<file path="config.mk">
export PLATFORM = sky130hd
export DESIGN_NAME = pid_square_error_controller
export DESIGN_NICKNAME = d
export VERILOG_FILES = /design/src/rtl/core/psec_pkg.sv /design/src/rtl/core/psec_mul.sv /design/src/rtl/core/psec_integ.sv /design/src/rtl/core/pid_square_error_controller.sv
export SDC_FILE = /design/constraint.sdc
export NUM_CORES = 2
export LEC_CHECK = 0
export BUFFER_PORTS_ARGS = -buffer_cell sky130_fd_sc_hd__buf_2
export CORE_MARGIN = 5
export CORE_UTILIZATION = 42
export DETAILED_ROUTE_END_ITERATION = 10
export PLACE_DENSITY = 0.56
export SYNTH_ARGS = -nofsm -noshare
export SYNTH_HDL_FRONTEND = slang
export SYNTH_SLANG_ARGS = --single-unit
</file>
<file path="constraint.sdc">
create_clock -name clk_i -period 10.11 [get_ports clk_i]
set_clock_uncertainty 0.05 [all_clocks]
set_input_delay 0.5055 -clock clk_i [delete_from_list [all_inputs] [get_ports clk_i]]
set_output_delay 0.5055 -clock clk_i [all_outputs]
set_load 0.01 [all_outputs]
</file>
<file path="src/rtl/core/psec_pkg.sv">
package psec_pkg;

  localparam int FRAC_BITS    = 8;
  localparam int SAMPLE_WIDTH = 16;

  localparam int IN_W    = 16;
  localparam int GAIN_W  = 16;
  localparam int INT_W   = 32;
  localparam int DRIVE_W = 32;
  localparam int CFG_IDX_W = 8;

  // error = measured - target needs one more bit than a sample
  localparam int EW  = SAMPLE_WIDTH + 1;
  localparam int AW  = (EW > GAIN_W) ? EW : GAIN_W;
  localparam int BW  = (2 * EW > INT_W) ? 2 * EW : INT_W;
  localparam int PW  = AW + BW;
  localparam int ACW = PW + 2;

  localparam logic [CFG_IDX_W-1:0] REG_KP   = CFG_IDX_W'(0);
  localparam logic [CFG_IDX_W-1:0] REG_KI   = CFG_IDX_W'(1);
  localparam logic [CFG_IDX_W-1:0] REG_KD   = CFG_IDX_W'(2);
  localparam logic [CFG_IDX_W-1:0] REG_MODE = CFG_IDX_W'(3);

  localparam logic signed [INT_W-1:0] INT_MAX = {1'b0, {(INT_W-1){1'b1}}};
  localparam logic signed [INT_W-1:0] INT_MIN = {1'b1, {(INT_W-1){1'b0}}};
  localparam logic signed [DRIVE_W-1:0] DRIVE_MAX = {1'b0, {(DRIVE_W-1){1'b1}}};
  localparam logic signed [DRIVE_W-1:0] DRIVE_MIN = {1'b1, {(DRIVE_W-1){1'b0}}};

  typedef struct packed {
    logic                 en;
    logic signed [AW-1:0] a;
    logic signed [BW-1:0] b;
  } mul_req_t;

  typedef struct packed {
    logic update;
    logic clear;
    logic accum;
  } integ_ctl_t;

  // Low SAMPLE_WIDTH bits of a field as a signed value; wider samples zero-fill.
  function automatic logic signed [SAMPLE_WIDTH-1:0] read_sample(input logic [IN_W-1:0] x);
    logic [SAMPLE_WIDTH+IN_W-1:0] t;
    t = {{SAMPLE_WIDTH{1'b0}}, x};
    return signed'(t[SAMPLE_WIDTH-1:0]);
  endfunction

endpackage

</file>
<file path="src/rtl/core/psec_mul.sv">
module psec_mul
  import psec_pkg::*;
(
  input  logic                 clk_i,
  input  mul_req_t             req_i,
  output logic signed [PW-1:0] prod_o
);

  logic signed [PW-1:0] prod_q;

  always_ff @(posedge clk_i) begin
    if (req_i.en) begin
      prod_q <= PW'($signed(req_i.a)) * PW'($signed(req_i.b));
    end
  end

  assign prod_o = prod_q;

endmodule

</file>
<file path="src/rtl/core/psec_integ.sv">
module psec_integ
  import psec_pkg::*;
(
  input  logic                    clk_i,
  input  logic                    rst_ni,
  input  integ_ctl_t              ctl_i,
  input  logic signed [EW-1:0]    err_i,
  output logic signed [INT_W-1:0] sum_o,
  output logic                    clip_o
);

  logic signed [INT_W-1:0] sum_q, sum_d;
  logic signed [INT_W-1:0] base;
  logic signed [INT_W:0]   raw;
  logic                    ovf;
  logic signed [INT_W-1:0] clamped;

  always_comb begin
    base    = ctl_i.clear ? '0 : sum_q;
    raw     = {base[INT_W-1], base} + {{(INT_W+1-EW){err_i[EW-1]}}, err_i};
    ovf     = raw[INT_W] != raw[INT_W-1];
    clamped = ovf ? (raw[INT_W] ? INT_MIN : INT_MAX) : raw[INT_W-1:0];
    sum_d   = sum_q;
    if (ctl_i.update) begin
      if (ctl_i.accum) begin
        sum_d = clamped;
      end else if (ctl_i.clear) begin
        sum_d = '0;
      end
    end
    clip_o = ctl_i.update & ctl_i.accum & ovf;
  end

  always_ff @(posedge clk_i or negedge rst_ni) begin
    if (!rst_ni) begin
      sum_q <= '0;
    end else begin
      sum_q <= sum_d;
    end
  end

  assign sum_o = sum_q;

endmodule

</file>
<file path="src/rtl/core/pid_square_error_controller.sv">
// Channel   Dir  Handshake                       Payload
// s_axis    in   s_axis_tvalid / s_axis_tready   tdata: measured, target, derivative
//                                                tuser: clear_integral
// m_axis    out  m_axis_tvalid / m_axis_tready   tdata: drive; tuser: saturated
// cfg       in   cfg_valid_i / cfg_ready_o       cfg_index_i, cfg_data_i
//
// An item goes, from acceptance to the next possible acceptance, through one
// integral update, four passes through the shared signed multiplier (error
// square, then kp, ki and kd terms, summed from the product register) and one
// saturation step. The result register lets the next item in while a result
// waits; the sequencer holds in its last step only while that result is untaken.
// Reset clears gains, mode, integral and handshake state. cfg is always ready.
module pid_square_error_controller
  import psec_pkg::*;
(
  input  logic                 clk_i,
  input  logic                 rst_ni,
  input  logic                 s_axis_tvalid,
  output logic                 s_axis_tready,
  input  logic [47:0]          s_axis_tdata,  // measured[15:0], target[31:16], derivative[47:32]
  input  logic [0:0]           s_axis_tuser,  // clear_integral[0]
  output logic                 m_axis_tvalid,
  input  logic                 m_axis_tready,
  output logic [31:0]          m_axis_tdata,  // drive[31:0]
  output logic [0:0]           m_axis_tuser,  // saturated[0]
  input  logic                 cfg_valid_i,
  output logic                 cfg_ready_o,
  input  logic [CFG_IDX_W-1:0] cfg_index_i,
  input  logic [15:0]          cfg_data_i
);

  localparam logic [2:0] S_IDLE  = 3'd0;
  localparam logic [2:0] S_INTEG = 3'd1;
  localparam logic [2:0] S_SQ    = 3'd2;
  localparam logic [2:0] S_P     = 3'd3;
  localparam logic [2:0] S_I     = 3'd4;
  localparam logic [2:0] S_D     = 3'd5;
  localparam logic [2:0] S_OUT   = 3'd6;

  logic [2:0] state_q, state_d;

  logic signed [GAIN_W-1:0] kp_q, ki_q, kd_q;
  logic                     mode_q;

  logic signed [EW-1:0]           e_q;
  logic signed [SAMPLE_WIDTH-1:0] der_q;
  logic                           clr_q;
  logic                           clip_q;
  logic signed [ACW-1:0]          acc_q, acc_d;

  logic                      out_valid_q;
  logic signed [DRIVE_W-1:0] drive_q;
  logic                      sat_q;

  mul_req_t                mul_req;
  logic signed [PW-1:0]    prod;
  integ_ctl_t              integ_ctl;
  logic signed [INT_W-1:0] integ_sum;
  logic                    integ_clip;

  logic signed [EW-1:0]      abs_e;
  logic signed [ACW-1:0]     shifted;
  logic                      drive_ovf;
  logic signed [DRIVE_W-1:0] drive_sat;
  logic                      in_acc, out_load;

  psec_mul u_mul (
    .clk_i  (clk_i),
    .req_i  (mul_req),
    .prod_o (prod)
  );

  psec_integ u_integ (
    .clk_i  (clk_i),
    .rst_ni (rst_ni),
    .ctl_i  (integ_ctl),
    .err_i  (e_q),
    .sum_o  (integ_sum),
    .clip_o (integ_clip)
  );

  assign s_axis_tready = (state_q == S_IDLE);
  assign in_acc        = s_axis_tvalid & s_axis_tready;
  assign cfg_ready_o   = 1'b1;

  assign integ_ctl.update = (state_q == S_INTEG);
  assign integ_ctl.clear  = clr_q;
  assign integ_ctl.accum  = mode_q;

  assign abs_e = e_q[EW-1] ? -e_q : e_q;

  // operand selection for the shared multiplier
  always_comb begin
    mul_req.en = 1'b1;
    mul_req.a  = '0;
    mul_req.b  = '0;
    case (state_q)
      S_INTEG: begin
        mul_req.a = AW'(e_q);
        mul_req.b = BW'(abs_e);
      end
      S_SQ: begin
        mul_req.a = AW'(kp_q);
        mul_req.b = mode_q ? prod[BW-1:0] : BW'(e_q);
      end
      S_P: begin
        mul_req.a = AW'(ki_q);
        mul_req.b = BW'(integ_sum);
      end
      S_I: begin
        mul_req.a = AW'(kd_q);
        mul_req.b = BW'(der_q);
      end
      default: begin
        mul_req.en = 1'b0;
      end
    endcase
  end

  // floor shift, then clip to the drive range
  always_comb begin
    shifted   = acc_q >>> FRAC_BITS;
    drive_ovf = !((&shifted[ACW-1:DRIVE_W-1]) || ~(|shifted[ACW-1:DRIVE_W-1]));
    drive_sat = drive_ovf ? (shifted[ACW-1] ? DRIVE_MIN : DRIVE_MAX)
                          : shifted[DRIVE_W-1:0];
  end

  assign out_load = (state_q == S_OUT) && (!out_valid_q || m_axis_tready);

  always_comb begin
    state_d = state_q;
    acc_d   = acc_q;
    case (state_q)
      S_IDLE:  if (in_acc) state_d = S_INTEG;
      S_INTEG: state_d = S_SQ;
      S_SQ: begin
        acc_d   = '0;
        state_d = S_P;
      end
      S_P: begin
        acc_d   = acc_q + ACW'(prod);
        state_d = S_I;
      end
      S_I: begin
        acc_d   = acc_q + ACW'(prod);
        state_d = S_D;
      end
      S_D: begin
        acc_d   = acc_q + ACW'(prod);
        state_d = S_OUT;
      end
      S_OUT:   if (out_load) state_d = S_IDLE;
      default: state_d = S_IDLE;
    endcase
  end

  always_ff @(posedge clk_i or negedge rst_ni) begin
    if (!rst_ni) begin
      state_q     <= S_IDLE;
      kp_q        <= '0;
      ki_q        <= '0;
      kd_q        <= '0;
      mode_q      <= 1'b0;
      clip_q      <= 1'b0;
      out_valid_q <= 1'b0;
    end else begin
      state_q <= state_d;
      if (cfg_valid_i) begin
        case (cfg_index_i)
          REG_KP:   kp_q   <= signed'(cfg_data_i);
          REG_KI:   ki_q   <= signed'(cfg_data_i);
          REG_KD:   kd_q   <= signed'(cfg_data_i);
          REG_MODE: mode_q <= cfg_data_i[0];
          default: ;
        endcase
      end
      if (in_acc) begin
        clip_q <= 1'b0;
      end else if (state_q == S_INTEG) begin
        clip_q <= integ_clip;
      end
      if (out_load) begin
        out_valid_q <= 1'b1;
      end else if (m_axis_tready) begin
        out_valid_q <= 1'b0;
      end
    end
  end

  always_ff @(posedge clk_i) begin
    acc_q <= acc_d;
    if (in_acc) begin
      e_q   <= EW'(read_sample(s_axis_tdata[15:0])) - EW'(read_sample(s_axis_tdata[31:16]));
      der_q <= read_sample(s_axis_tdata[47:32]);
      clr_q <= s_axis_tuser[0];
    end
    if (out_load) begin
      drive_q <= drive_sat;
      sat_q   <= clip_q | drive_ovf;
    end
  end

  assign m_axis_tvalid   = out_valid_q;
  assign m_axis_tdata    = drive_q;
  assign m_axis_tuser[0] = sat_q;

endmodule

</file>
==> reports/qor.tcl <==
set qor(run_status) {finished, final reports clean}
set qor(post_cts_setup_buffers) 0
set qor(dieWidth_um) 302
set qor(final.setup.worst_slack_ns) 0.879
set qor(hold_slack_ns) 0.0352
set qor(detail-route-antenna-nets) 0
set qor(clkTransAtPathRegs_ns) 0.06
set qor(drt_first_iter_violations) 2164
set qor(fmax_ghz) 0.108
set qor(yosysTopAreaCellShare) 0.310
set qor(synth-adder-area-share) 0.387
set qor(first_global_vias) 28580
set qor(p_seq_frac) 0.173
set qor(netlist_top_cells_count) {inv_1 (613), fa_1 (554), nor2_1 (480)}
set qor(placement.setup.worst_slack_ns) 1.07
set qor(cts-htree-levels) 1
set qor(postSynthRegisterBits) 257
set qor(total_wirelength_of_the_detailed_routed_design_mm) 106
set qor(synthSimpleGateAreaFrac) 0.139
set qor(power.share.clock) 0.097
set qor(antenna-diode-count) 0
set qor(fraction_of_layout_instances_using_a_drive_strength_above_1) 0.0891
set qor(power_density_nw_per_um2) 312
set qor(placer_congestion_estimate) 0.893
set qor(tritoncts) {yes}
set qor(total_leakage_power_uw) 0.0182
set qor(share_comb_of_total_power) 0.730
set qor(final_nets) 4792
set qor(worstSetupPathType) {reg2reg}
set qor(drv_slew) 0
set qor(hold_buffers) 1
set qor(post_synth_main_area_contributors) {fa_1 (31%), edfxtp_1 (14%), ha_1 (7.7%), inv_1 (6.4%), dfrtp_1 (6.0%)}
set qor(synth_most_common_cell) {inv_1}
set qor(critical_path.most_common_cell) {fa_1}
set qor(syn_area_per_cell_um2) 9.18
set qor(grt_start_max_net_pins) 60
set qor(synth.cell_area_um2) 35800
set qor(p_int_uw) 5700
set qor(drc_errors) 0
set qor(drt_first_pass_iters) 6
set qor(post-route-period-util) 0.913
set qor(antenna_violations_before_repair) 3
set qor(synth.yosys.warnings) 0
set qor(clock_tree.root_cell) {clkbuf_16}
set qor(synth_flop_cell) {edfxtp_1}
set qor(post-synth-top-area-cell) {fa_1}
set qor(synthXorXnorAreaFrac) 0.0355
set qor(irDropWorstVdd_v) 0.000146
set qor(final_hold_viol_count) 0
set qor(floorplan.rows) 107
set qor(synth_cell_type_count) 87
set qor(clock_buffer_depth) 3
set qor(worst_setup_path_start_kind) {flip-flop}
set qor(worst-slew-pin-transition_ns) 1.40
set qor(layout-area-overhead-vs-synth_pct) 8.43
set qor(period_minus_slack_ns) 9.23
set qor(setup_total_negative_slack_ns) 0
set qor(timing.critical_path.required_ns) 10.38
set qor(clk_latency_ns) 0.60
set qor(edff_count_synth) 171
set qor(floorplan.initialDensity) 0.422
set qor(num-fill-cells) 8340
set qor(post_cts.resized_instances) 0
set qor(core_box_area_um2) 84900
set qor(setup_repair_after_global_routing_missed_its_margin) {false}
set qor(portion_of_the_post_synthesis_area_used_by_sequential_elements) 0.204
set qor(tritoncts.num_buffers) 31
set qor(route.vias.total) 27737
set qor(place.port_buffers) 112
set qor(timing.critical_path.slowest_stage_cell) {fa_1}
set qor(routed_via_density) 5.43
set qor(min_path_type) {in2reg}
set qor(finalSetupViolCount) 0
set qor(worst-endpoint-arrival_ns) 9.50
set qor(final_core_util) 0.457
set qor(wl_per_cell_um) 20.7
set qor(cp-end-kind) {flip-flop}
set qor(mappedNetlistNets) 4749
set qor(power_switching_share) 0.529
set qor(async_flop_share) 0.335
set qor(grt_use_total) 0.236
set qor(synthesized_netlist_cell_count) 3897
set qor(globalRoute.totalOverflow) 0
set qor(grt_pass1_wl_mm) 168
set qor(p_sw_uw) 6410
set qor(die_area_um2) 91100
set qor(hpwlAfterDp_mm) 85.3
set qor(max_cap_violations) 0
set qor(slowest_cell_delay_on_critical_path_ns) 0.57
set qor(io-pin-count) 114
set qor(synth_top_family_by_area) {adder cells}
set qor(synth_mux_area_frac) 0.0258
set qor(synth_compound_area_frac) 0.126
set qor(die_h_um) 302
set qor(cts.sink_count) 257
set qor(critical_path_peak_fanout) 36
set qor(slew_headroom) 0.0672
==> state kept, by name (all words and copies together) (netlist names) <==
register,cells
m_axis_tdata,32
ki_q,16
kd_q,16
u_mul.prod_o,51
m_axis_tuser,1
clip_q,1
m_axis_tvalid,1
acc_q,53
der_q,16
state_q,3
u_integ.sum_o,32
e_q,17
kp_q,16
mode_q,1
clr_q,1
==> layout make-up <==
| cell class | count | area (um2) | area share |
|---|---|---|---|
| timing repair buffer | 183 | 1110 | 0.0286 |
| tap | 1144 | 1430 | 0.0369 |
| inverter | 614 | 2300 | 0.0594 |
| multi-input combinational | 2853 | 25600 | 0.660 |
| clock inverter | 14 | 200 | 0.00516 |
| sequential | 257 | 7290 | 0.188 |
| clock buffer | 41 | 855 | 0.0220 |
==> power groups by stage <==
stage                     Combinational, uW  Sequential [uW]  Clock, uW
final                                  8840             2090       1180
after global routing                   9920             2120       1250
after CTS                              8790             2080       1210
after detailed placement               8740             2100          0
after global placement                 8680             2100          0
after floorplan                        6250             1950          0
==> cells in the final DEF, fill, tap and decap left out, types with 14 or more instances in the layout <==
cell type,n
inv_1,613
fa_1,554
nor2_1,479
nand2_1,443
ha_1,220
a21oi_1,200
edfxtp_1,171
buf_2,111
o21ai_0,109
xnor2_1,95
a21o_1,84
dfrtp_1,83
buf_4,70
nor2b_1,56
mux2_2,51
xor2_1,50
o21a_1,44
mux2i_1,35
clkbuf_16,32
nand2b_1,31
nor3_1,28
nand3_1,25
nand4_1,25
a22oi_1,21
o21bai_1,20
and2_1,19
a211oi_1,18
o22a_1,17
o21ai_2,16
a31oi_1,14
==> per-stage QoR <==
| stage | cells | cell area, um2 | total power, uW |
|---|---|---|---|
| 3_5_place_dp | 5050 | 37700 | 10800 |
| 6_report | 5106 | 38800 | 12100 |
| 4_1_cts | 5106 | 38800 | 12100 |
| 5_1_grt | 5106 | 38800 | 13300 |
| 3_3_place_gp | 5050 | 37700 | 10800 |
| 2_1_floorplan | 3897 | 35800 | 8190 |
==> worst paths after layout <==
path	startpoint	to	slack, ns	cells after the start
setup reg to reg	e_q[4]	u_mul.prod_o[44]	0.88	28
hold / removal	s_axis_tdata[46]	der_q[14]	0.04	1
max in group asynchronous	rst_ni	u_integ.sum_o[23]	8.41	3
setup / recovery	e_q[4]	u_mul.prod_o[44]	0.88	28
hold reg to reg	ki_q[9]	ki_q[9]	0.45	1
min in group asynchronous	rst_ni	kp_q[15]	0.34	2
==> kinds of logic (layout without fill, tap and decap cells) <==
logic type	after synthesis	in the layout
AND/OR/NAND/NOR	1167	1167
buffers and inverters	787	852
adder cells (fa/ha/maj)	774	774
AO/OA/AOI/OAI	680	680
flip-flops	257	257
XOR/XNOR	145	145
multiplexers	86	86
other	1	1
==> per-layer routing <==
metal  share of wire  track usage  vias up  wire length, um
met4           0.025       0.0508        0             2650
met2            0.45        0.375      910            47300
li1                -            -    12670                -
met1            0.46        0.347    14025            48400
met3           0.071       0.0333      132             7530
met5               0            0        -                0
==> critical path, delay by kind of cell (launching register included) <==
family	cells	cell delay, ns
xor+xnor	1	0.14
compound gates	10	2.98
flops	1	0.50
fa+ha+maj	7	3.41
simple gates	6	1.39
buf+inv	4	0.44
Power figures use the tool's default switching activity.
